$ cat src/hcs_div.sv
// Pipelined restoring divider, one quotient bit per register stage.
// Depends on nothing; the quotient must fit in QW bits.
`default_nettype none
module hcs_div #(
   parameter int NW = 24,
   parameter int DW = 9,
   parameter int QW = 17
) (
   input  wire logic          clock,
   input  wire logic          reset,
   input  wire logic          in_valid,
   input  wire logic [NW-1:0] num,
   input  wire logic [DW-1:0] den,
   output logic               out_valid,
   output logic [QW-1:0]      quo
);
   logic [DW-1:0] rem_ff [QW];
   logic [QW-1:0] low_ff [QW];
   logic [QW-1:0] quo_ff [QW];
   logic [DW-1:0] den_ff [QW];
   logic [QW-1:0] vld_ff;

   genvar i;
   generate
      for (i = 0; i < QW; i++) begin : g_stage
         logic [DW-1:0] src_rem;
         logic [QW-1:0] src_low;
         logic [QW-1:0] src_quo;
         logic [DW-1:0] src_den;
         logic          src_vld;
         logic [DW:0]   trial;
         logic          ge;
         logic [DW:0]   diff;
         if (i == 0) begin : g_first
            assign src_rem = {{(DW-(NW-QW)){1'b0}}, num[NW-1:QW]};
            assign src_low = num[QW-1:0];
            assign src_quo = '0;
            assign src_den = den;
            assign src_vld = in_valid;
         end else begin : g_next
            assign src_rem = rem_ff[i-1];
            assign src_low = low_ff[i-1];
            assign src_quo = quo_ff[i-1];
            assign src_den = den_ff[i-1];
            assign src_vld = vld_ff[i-1];
         end
         assign trial = {src_rem, src_low[QW-1]};
         assign ge    = trial >= {1'b0, src_den};
         assign diff  = trial - {1'b0, src_den};
         always_ff @(posedge clock) begin
            rem_ff[i] <= ge ? diff[DW-1:0] : trial[DW-1:0];
            low_ff[i] <= {src_low[QW-2:0], 1'b0};
            quo_ff[i] <= {src_quo[QW-2:0], ge};
            den_ff[i] <= src_den;
            if (reset) begin
               vld_ff[i] <= 1'b0;
            end else begin
               vld_ff[i] <= src_vld;
            end
         end
      end
   endgenerate

   assign out_valid = vld_ff[QW-1];
   assign quo       = quo_ff[QW-1];
endmodule
`default_nettype wire

$ cat config.mk
export PLATFORM = sky130hd
export DESIGN_NAME = hcs_div
export DESIGN_NICKNAME = d
export VERILOG_FILES = /design/src/hcs_div.sv
export SDC_FILE = /design/constraint.sdc
export NUM_CORES = 1
export LEC_CHECK = 0
export BUFFER_PORTS_ARGS = -buffer_cell sky130_fd_sc_hd__buf_2
export CAP_MARGIN = 20
export CORE_MARGIN = 5
export CORE_UTILIZATION = 61
export CTS_CLUSTER_SIZE = 24
export DETAILED_ROUTE_END_ITERATION = 16
export GPL_TIMING_DRIVEN = 0
export PLACE_DENSITY = 0.78
export SLEW_MARGIN = 10
export SYNTH_ARGS = -nofsm -noshare
export SYNTH_HDL_FRONTEND = slang
export SYNTH_SLANG_ARGS = --single-unit
export TNS_END_PERCENT = 1
$ cat constraint.sdc
create_clock -name clock -period 2.5 [get_ports clock]
set_input_delay 0.375 -clock clock [delete_from_list [all_inputs] [get_ports clock]]
set_output_delay 0.375 -clock clock [all_outputs]
set_load 0.02 [all_outputs]
==> results of run 1 <==
-- state kept, by name (all words and copies together) (netlist names) --
register	count
low_ff	136
out_valid	1
rem_ff	144
g_stage.src_vld	16
den_ff	144
quo_ff	153
-- timing repair --
| item | CTS | global route |
|---|---|---|
| pin swaps | 1 | 5 |
| hold endpoints to repair | 27 | 0 |
| endpoints found under the setup margin | 32 | 79 |
| gates resized for setup | 6 | 25 |
| hold buffers | 27 | 0 |
| gates cloned | 0 | 0 |
-- synth_stat cells (all sizes together), types with 3 or more instances --
library cell | instances | area (µm²)
a211o | 9 | 78.83
a211oi | 22 | 165.2
a21boi | 18 | 135.1
a21o | 30 | 225.2
a21oi | 91 | 466.7
a221oi | 9 | 78.83
a31oi | 7 | 43.79
and3 | 6 | 37.54
buf | 6 | 43.79
clkbuf | 5 | 18.77
dfxtp | 594 | 11890
fa | 16 | 320.3
ha | 152 | 1902
inv | 210 | 788.3
mux2 | 102 | 1167
mux2i | 32 | 320.3
nand2 | 52 | 195.2
nand2b | 19 | 118.9
nand3 | 41 | 205.2
nand3b | 4 | 30.03
nand4 | 16 | 100.1
nor2 | 56 | 210.2
nor2b | 23 | 143.9
nor3 | 9 | 45.04
nor3b | 3 | 22.52
o211a | 8 | 80.08
o211ai | 13 | 97.59
o21a | 20 | 150.1
o21ai | 36 | 240.2
o21ba | 6 | 60.06
o21bai | 12 | 90.09
o22ai | 3 | 18.77
o31ai | 15 | 112.6
or2 | 4 | 25.03
xnor2 | 70 | 613.1
xor2 | 24 | 210.2
-- per-layer routing --
layer | GRT usage | up-vias | share of wire
li1 | - | 6225 | -
met1 | 0.2139 | 5782 | 0.42
met2 | 0.3326 | 190 | 0.51
met3 | 0.03684 | 71 | 0.034
met4 | 0.06714 | 0 | 0.031
met5 | 0 | - | 0
-- final timing paths --
kind / start / to / slack, ns / depth (start not counted)
setup / recovery: low_ff[0][15]$_DFF_P_ / rem_ff[0][11]$_DFF_P_ / 0.09 / 10
hold / removal: num[18] / rem_ff[0][2]$_DFF_P_ / 0.03 / 2
setup reg to reg: low_ff[0][15]$_DFF_P_ / rem_ff[0][11]$_DFF_P_ / 0.09 / 10
hold reg to reg: quo_ff[0][103]$_DFF_P_ / quo_ff[0][121]$_DFF_P_ / 0.32 / 0
-- area by class of cell --
cell class,instances,area [µm²]
multi-input cells,941,7920
flip-flops and latches,594,11890
plain buffers,11,73.82
clock inverters,24,330.3
inverters,210,788.3
fillers,2300,9687
clock buffers,80,1662
repair buffers,80,535.5
well taps,448,560.5
-- power groups by stage --
stage	clock network, W	registers (W)	logic (W)
5_1_grt	0.00945	0.0132	0.0125
4_1_cts	0.00901	0.0130	0.0110
3_5_place_dp	0	0.0131	0.0108
3_3_place_gp	0	0.0131	0.0105
6_report	0.00881	0.0129	0.0112
2_1_floorplan	0	0.0129	0.00874
-- per-stage QoR --
step / area, µm² / instances
after floorplan: 20570 / 1756
after global placement: 21390 / 2257
after detailed placement: 21390 / 2257
after CTS: 23670 / 2388
after global routing: 23760 / 2388
final: 23760 / 2388
-- worst max-delay path, stage by stage (launching register included) --
cell	delay, ns
dfxtp_1	0.32
inv_1	0.08
ha_1	0.18
inv_1	0.06
fa_1	0.41
a21oi_2	0.17
o211ai_1	0.13
a21oi_2	0.24
o21ba_2	0.19
buf_6	0.15
mux2_2	0.36
-- kinds of logic after synthesis --
| family | share of synthesized area |
|---|---|
| simple gates | 0.05628 |
| buf+inv | 0.04137 |
| fa+ha+maj | 0.1080 |
| flops | 0.5782 |
| xor+xnor | 0.04003 |
| compound gates | 0.1037 |
| mux | 0.07234 |
==> results.py, run 1 <==
metrics = {
    "outcome": {
        "outcome": "finished, final reports clean",
    },
    "drt": {
        "drcViolationCount": 0,
        "routed_wl_um": 34600,
        "vias_per_cell": 5.137,
        "dr.pass1.iters": 7,
        "ant_nets": 0,
        "post_drt_wl_per_cell_um": 14.49,
        "first_iter_violations": 420,
        "via_count": 12270,
    },
    "pwr": {
        "max-vdd-ir-drop_v": 0.0008947,
        "powerDensity_nw_per_um2": 1387,
        "p_total_w": 0.03295,
        "switching_share": 0.3073,
        "power_frac_seq": 0.392,
        "p_sw_w": 0.01013,
        "clkPwrFrac": 0.267,
        "intPower_w": 0.02282,
        "p_leak_nw": 10.80,
        "p_comb_frac": 0.341,
    },
    "clocking": {
        "cts_root_buffer": "clkbuf_16",
        "clk_pin_slew_worst_paths_ns": 0.07,
        "cts_buffer_depth": 3,
        "cts_tree": "built",
        "h-tree-depth": 2,
        "cts_setup_buffers": 0,
        "clkLatencyLatePin_ns": 0.59,
        "cts_made_buffers": 55,
        "cts.sinks": 594,
    },
    "sta": {
        "maxSlewViolCount": 0,
        "fin_crit_sh": 0.9642,
        "max_clock_freq_mhz": 414.8,
        "worst_slew_pin_slew_ns": 0.5635,
        "finalClockSkew_ns": 0.02260,
        "maxSlewHeadroom": 0.6243,
        "timing.final.hold_violations": 0,
        "fin_crit_ns": 2.411,
        "setup_tns_ns": 0,
        "setup_viol": 0,
        "fin_ws_ns": 0.08941,
        "holdWs_ns": 0.03437,
        "rsz0062_at_grt": "no",
    },
    "flow_run": {
        "drv_cap": 0,
    },
    "die": {
        "fp.dieW_um": 193.6,
        "row_count": 67,
        "io_pins": 54,
        "die_y_um": 193.6,
        "core_area_um2": 33450,
        "start_util": 0.6149,
        "die-area_um2": 37490,
    },
    "worst_setup_path": {
        "required_ns": 2.98,
        "start_kind": "register",
        "cp_max_fo": 9,
        "worstPathArrival_ns": 2.89,
        "cp-end-kind": "register",
        "crit_type": "reg -> reg",
    },
    "grt": {
        "gr-total-overflow": 0,
        "first_global_vias": 12670,
        "grt_pass1_wl_um": 58310,
        "track_usage": 0.1830,
        "antenna_found_initial": 0,
        "grt_start_max_net_pins": 17,
    },
    "synth": {
        "yosys_warnings": 0,
        "netlist_area_um2": 20570,
        "async_reset_ff_frac": 0,
        "seq_area_frac_synth": 0.5782,
        "syn-num-nets": 1960,
        "synth-seq-cells": 594,
        "synth_cells": 1756,
        "syn_area_per_cell_um2": 11.71,
        "synth_edf_count": 0,
        "ys_types": 55,
        "synthFlopType": "dfxtp_1",
    },
    "layout": {
        "post_route_cells_drive_above_1_share": 0.1552,
        "mostFrequentLayoutCells": "dfxtp_1, inv_1, ha_1",
        "diodes": 0,
        "postLayoutCoreUtil": 0.7104,
        "nets": 2097,
        "final_common_cell": "dfxtp_1",
        "area_growth_pct": 15.54,
    },
    "placed_design": {
        "place_ws_ns": -0.08610,
        "gp_congestion": 0.8644,
        "port_buffers": 53,
        "hpwlAfterDp_um": 24360,
    },
    "hold_path": {
        "min_path_type": "in -> reg",
    },
}
Power figures use the tool's default switching activity.
==> run 2, diff against run 1 <==
Settings changed: CORE_UTILIZATION 61 to 60, PLACE_DENSITY 0.78 to 0.77.
==> run 2 against run 1 <==
  * Cell count down 0.29%
  * Via count up 0.23%
  * Non-clock buffer count down 1
  * Power down 1.9%
  * Final area fell by 0.73%
  * Sequential power about the same
  * Clock skew decreased by 0.0036 ns
  * Fmax increased by 0.11%
  * Clock-buffer cell count down 4
  * Routed wire length fell by 0.99%
==> results.py, run 2 (synthesis results as in run 1) <==
metrics = {
    "outcome": {
        "outcome": "finished, final reports clean",
    },
    "hold_path": {
        "min_path_type": "in -> reg",
        "hold_depth": 2,
    },
    "layout": {
        "mostFrequentLayoutCells": "dfxtp_1, inv_1, ha_1",
        "postLayoutCoreUtil": 0.7000,
        "final_common_cell": "dfxtp_1",
        "top_regs": "quo_ff x153, den_ff x144, rem_ff x144",
        "post_route_cells_drive_above_1_share": 0.1495,
        "largest-register": "quo_ff",
        "fill_cells": 2382,
        "diodes": 0,
        "area_growth_pct": 14.70,
        "largest_register_ffs": 153,
        "nets": 2096,
    },
    "sta": {
        "setup_tns_ns": 0,
        "fin_crit_ns": 2.408,
        "finalClockSkew_ns": 0.01897,
        "setup_viol": 0,
        "worst_slew_pin_slew_ns": 0.5317,
        "timing.final.hold_violations": 0,
        "max_clock_freq_mhz": 415.3,
        "fin_crit_sh": 0.9632,
        "rsz0062_at_grt": "yes",
        "maxSlewViolCount": 0,
        "maxSlewHeadroom": 0.6434,
    },
    "drt": {
        "vias_per_cell": 5.164,
        "via_count": 12300,
        "ant_nets": 0,
        "post_drt_wl_per_cell_um": 14.39,
        "dr.pass1.iters": 5,
        "routed_wl_um": 34260,
        "first_iter_violations": 522,
        "drcViolationCount": 0,
    },
    "worst_setup_path": {
        "r2r_cells": 10,
        "start_kind": "register",
        "worstPathArrival_ns": 2.86,
        "cp-end-kind": "register",
        "required_ns": 2.95,
        "crit_type": "reg -> reg",
        "cp_max_fo": 9,
    },
    "clocking": {
        "clk_pin_slew_worst_paths_ns": 0.06,
        "clkLatencyLatePin_ns": 0.58,
        "cts_root_buffer": "clkbuf_16",
        "h-tree-depth": 2,
        "cts_buffer_depth": 3,
        "cts_made_buffers": 55,
        "cts_tree": "built",
        "cts_setup_buffers": 0,
        "cts.sinks": 594,
    },
    "pwr": {
        "max-vdd-ir-drop_v": 0.0007947,
        "p_leak_nw": 10.73,
        "powerDensity_nw_per_um2": 1370,
    },
    "grt": {
        "antenna_found_initial": 0,
        "first_global_vias": 12470,
        "track_usage": 0.1808,
        "grt_start_max_net_pins": 16,
        "grt_pass1_wl_um": 58460,
        "gr-total-overflow": 0,
    },
    "die": {
        "die-area_um2": 38080,
        "start_util": 0.6103,
        "fp.dieW_um": 195.1,
        "die_y_um": 195.1,
        "io_pins": 54,
        "row_count": 67,
        "core_area_um2": 33700,
    },
    "placed_design": {
        "port_buffers": 53,
        "hpwlAfterDp_um": 24180,
        "gp_congestion": 0.9233,
    },
    "flow_run": {
        "drv_cap": 0,
    },
}
run 2: path summary, 6_finish.rpt:
kind                                from                              to  slack, ns
setup reg to reg   low_ff[0][15]$_DFF_P_           rem_ff[0][10]$_DFF_P_       0.09
setup / recovery   low_ff[0][15]$_DFF_P_           rem_ff[0][10]$_DFF_P_       0.09
hold / removal                     reset  g_stage[16].src_vld$_SDFF_PP0_       0.06
hold reg to reg   low_ff[0][155]$_DFF_P_          low_ff[0][172]$_DFF_P_       0.31
run 2: metrics by stage:
| step | instances | setup slack (ns) | instance area [µm²] | hold slack [ns] | total power [W] |
|---|---|---|---|---|---|
| after floorplan | 1756 | 0.2767 | 20570 | 0.3096 | 0.02166 |
| after global placement | 2257 | -0.03139 | 21390 | 0.3096 | 0.02349 |
| after detailed placement | 2257 | -0.007089 | 21390 | 0.3121 | 0.02387 |
| after CTS | 2381 | 0.002439 | 23510 | 0.02981 | 0.03241 |
| after global routing | 2381 | -0.06447 | 23590 | 0.05158 | 0.03449 |
| final | 2381 | 0.09195 | 23590 | 0.05729 | 0.03233 |
run 2: repair_timing:
| item | 4_1_cts | 5_1_grt |
|---|---|---|
| gates resized for setup | 5 | 21 |
| hold endpoints to repair | 26 | 0 |
| pin swaps | 0 | 6 |
| endpoints found under the setup margin | 28 | 78 |
| hold buffers | 26 | 0 |
run 2: routing by layer:
layer / GRT usage / routed length [µm] / up-vias
li1: - / - / 6248
met1: 0.2229 / 14750 / 5751
met2: 0.3221 / 17260 / 223
met3: 0.02912 / 1224 / 74
met4: 0.06310 / 1019 / 0
met5: 0 / 0 / -
run 2: worst max-delay path, cell delays in order (launching register included):
cell	delay, ns
dfxtp_1	0.31
inv_1	0.09
ha_1	0.18
inv_1	0.06
fa_1	0.41
a21oi_2	0.18
o211ai_1	0.13
a21oi_2	0.24
o21ba_2	0.18
buf_6	0.14
mux2_2	0.36
run 2: area by class of cell:
type | count | area (µm²) | share of cell area
clock buffer | 76 | 1597 | 0.06768
multi-input combinational | 941 | 7919 | 0.3357
buffer | 11 | 70.07 | 0.002970
tap | 448 | 560.5 | 0.02376
timing repair buffer | 79 | 525.5 | 0.02228
clock inverter | 22 | 237.7 | 0.01008
inverter | 210 | 788.3 | 0.03342
sequential | 594 | 11890 | 0.5041
run 2: report_power, final:
| part | internal (W) | total [W] | switching [W] |
|---|---|---|---|
| Clock | 0.00487 | 0.00822 | 0.00335 |
| Combinational | 0.00552 | 0.0112 | 0.00565 |
| Sequential | 0.0119 | 0.0129 | 0.00101 |
==> run 3, diff against run 2 <==
Settings changed: PLACE_DENSITY 0.77 to 0.75.
==> run 3 against run 2 <==
  * Clock power rose by 4.1%
  * Global-route usage hardly changed
  * Critical path type unchanged
  * Critical path depth did not move
  * Critical endpoint is now rem_ff[0][118]$_DFF_P_
  * Highest routed layer unchanged
  * Largest power group unchanged
  * Die area is the same
  * Fmax rose by 0.36%
==> results.py, run 3 (synthesis results as in run 1) <==
metrics = {
    "outcome": {
        "outcome": "finished, final reports clean",
    },
    "layout": {
        "nets": 2095,
        "top_regs": "quo_ff x153, den_ff x144, rem_ff x144",
        "fill_cells": 2417,
        "mostFrequentLayoutCells": "dfxtp_1, inv_1, ha_1",
        "post_route_cells_drive_above_1_share": 0.1513,
        "final_common_cell": "dfxtp_1",
        "multi_input_area_um2": 7936,
        "area_growth_pct": 15.06,
        "diodes": 0,
        "largest-register": "quo_ff",
        "final_area_um2": 23660,
        "largest_register_ffs": 153,
        "postLayoutCoreUtil": 0.7022,
        "regArea_um2": 11890,
    },
    "sta": {
        "timing.final.hold_violations": 0,
        "maxSlewHeadroom": 0.6420,
        "fin_crit_sh": 0.9597,
        "maxSlewViolCount": 0,
        "fin_crit_ns": 2.399,
        "worst_slew_pin_slew_ns": 0.5370,
        "finalClockSkew_ns": 0.01889,
        "max_clock_freq_mhz": 416.8,
        "setup_viol": 0,
    },
    "drt": {
        "post_drt_wl_per_cell_um": 14.37,
        "first_iter_violations": 379,
        "dr.pass1.iters": 5,
        "via_count": 12220,
        "drcViolationCount": 0,
        "routed_wl_um": 34270,
        "vias_per_cell": 5.124,
        "ant_nets": 0,
    },
    "placed_design": {
        "hpwlAfterDp_um": 24130,
        "gp_congestion": 0.8758,
        "dpl_cell_area_um2": 21390,
        "port_buffers": 53,
    },
    "hold_path": {
        "hold_depth": 2,
        "min_from": "in_valid",
        "min_path_type": "in -> reg",
        "min_to": "g_stage[1].src_vld$_SDFF_PP0_",
    },
    "die": {
        "die-area_um2": 38080,
        "die_y_um": 195.1,
        "row_count": 67,
        "start_util": 0.6103,
        "fp.dieW_um": 195.1,
        "core_area_um2": 33700,
        "io_pins": 54,
    },
    "clocking": {
        "cts_made_buffers": 55,
        "cts_setup_buffers": 0,
        "cts_root_buffer": "clkbuf_16",
        "clk_pin_slew_worst_paths_ns": 0.06,
        "h-tree-depth": 2,
        "cts.sinks": 594,
        "cts_buffer_depth": 3,
        "cts_tree": "built",
        "clkLatencyLatePin_ns": 0.59,
    },
    "worst_setup_path": {
        "cp_max_fo": 9,
        "reg2reg_slack_ns": 0.10,
        "worstPathArrival_ns": 2.87,
        "r2r_cells": 10,
        "rr_startpoint": "low_ff[0][207]$_DFF_P_",
        "reg2reg_to": "rem_ff[0][118]$_DFF_P_",
        "crit_type": "reg -> reg",
        "cp-end-kind": "register",
        "start_kind": "register",
        "required_ns": 2.97,
    },
    "grt": {
        "antenna_found_initial": 0,
        "first_global_vias": 12570,
        "grt_start_max_net_pins": 17,
        "gr-total-overflow": 0,
        "track_usage": 0.1811,
        "grt_pass1_wl_um": 58030,
        "grt_use_met3": 0.03016,
        "grtUsageMet2": 0.3257,
        "use_met1": 0.2161,
        "grt-busiest-layer": "met2",
    },
    "pwr": {
        "p_total_w": 0.03269,
        "max-vdd-ir-drop_v": 0.0008270,
        "powerDensity_nw_per_um2": 1381,
        "p_leak_nw": 10.75,
    },
    "flow_run": {
        "drv_cap": 0,
    },
}
## run 3: cell count changes in the layout (fill, tap and decap cells not counted), moves of 2 or more
cell        previous run  this run
bufinv_16              4         7
clkinvlp_4             2         4
fa_1                  13        15
fa_2                   3         1
inv_6                  2         4
o21ai_2                4         2
o21ai_4                6         8
## run 3: cell type report
cell class	count	area share
Timing Repair Buffer	78	0.02178
Buffer	11	0.002802
Clock buffer	74	0.06583
Multi-Input combinational cell	941	0.3354
Sequential cell	594	0.5025
Clock inverter	28	0.01470
Tap cell	448	0.02369
Inverter	210	0.03331
## run 3: worst max-delay path: stages (launching register included)
cell      delay (ns)
dfxtp_1         0.29
inv_1           0.07
ha_1            0.16
inv_1           0.05
fa_1            0.43
a21oi_2         0.19
o211ai_1        0.15
a21oi_2         0.24
o21ba_2         0.18
buf_4           0.18
mux2_2          0.35
## run 3: worst max-delay path by stage
stage / endpoint / from / cells after the start / slack [ns]
6_report: rem_ff[0][118]$_DFF_P_ / low_ff[0][207]$_DFF_P_ / 10 / 0.10
5_1_grt: rem_ff[0][118]$_DFF_P_ / low_ff[0][207]$_DFF_P_ / 10 / -0.02
4_1_cts: rem_ff[0][84]$_DFF_P_ / low_ff[0][143]$_DFF_P_ / 10 / 0.02
3_5_place_dp: rem_ff[0][60]$_DFF_P_ / low_ff[0][95]$_DFF_P_ / 10 / -0.04
3_3_place_gp: rem_ff[0][57]$_DFF_P_ / low_ff[0][95]$_DFF_P_ / 10 / -0.009
2_1_floorplan: rem_ff[0][118]$_DFF_P_ / low_ff[0][207]$_DFF_P_ / 10 / 0.28
## run 3: metrics by stage
stage	hold slack (ns)	setup TNS, ns	instances	setup WS [ns]
floorplan	0.3096	0	1756	0.2767
global placement	0.3095	-0.01203	2257	-0.008594
detailed placement	0.3121	-0.3507	2257	-0.04125
CTS	0.01202	0	2384	0.01830
global route	0.02880	-0.1137	2384	-0.02357
finish	0.03193	0	2384	0.1007
## run 3: what timing repair did
action                                 4_1_cts  5_1_grt
pin swaps                                    0       10
hold buffers                                25        0
resized for setup                            6       21
endpoints found under the hold margin       25        0
setup endpoints to repair                   35       79
## run 3: per-layer routing
layer  share of wire  vias up  wire, µm
li1                -     6233         -
met1            0.43     5712     14780
met2            0.51      182     17340
met3           0.030       88      1042
met4           0.032        0      1103
met5               0        -         0
## run 3: where the power goes
group	internal (W)	leakage, nW	switching [W]
logic	0.00552	4.82	0.00566
clock network	0.00511	0.935	0.00345
registers	0.0119	5.00	0.00100
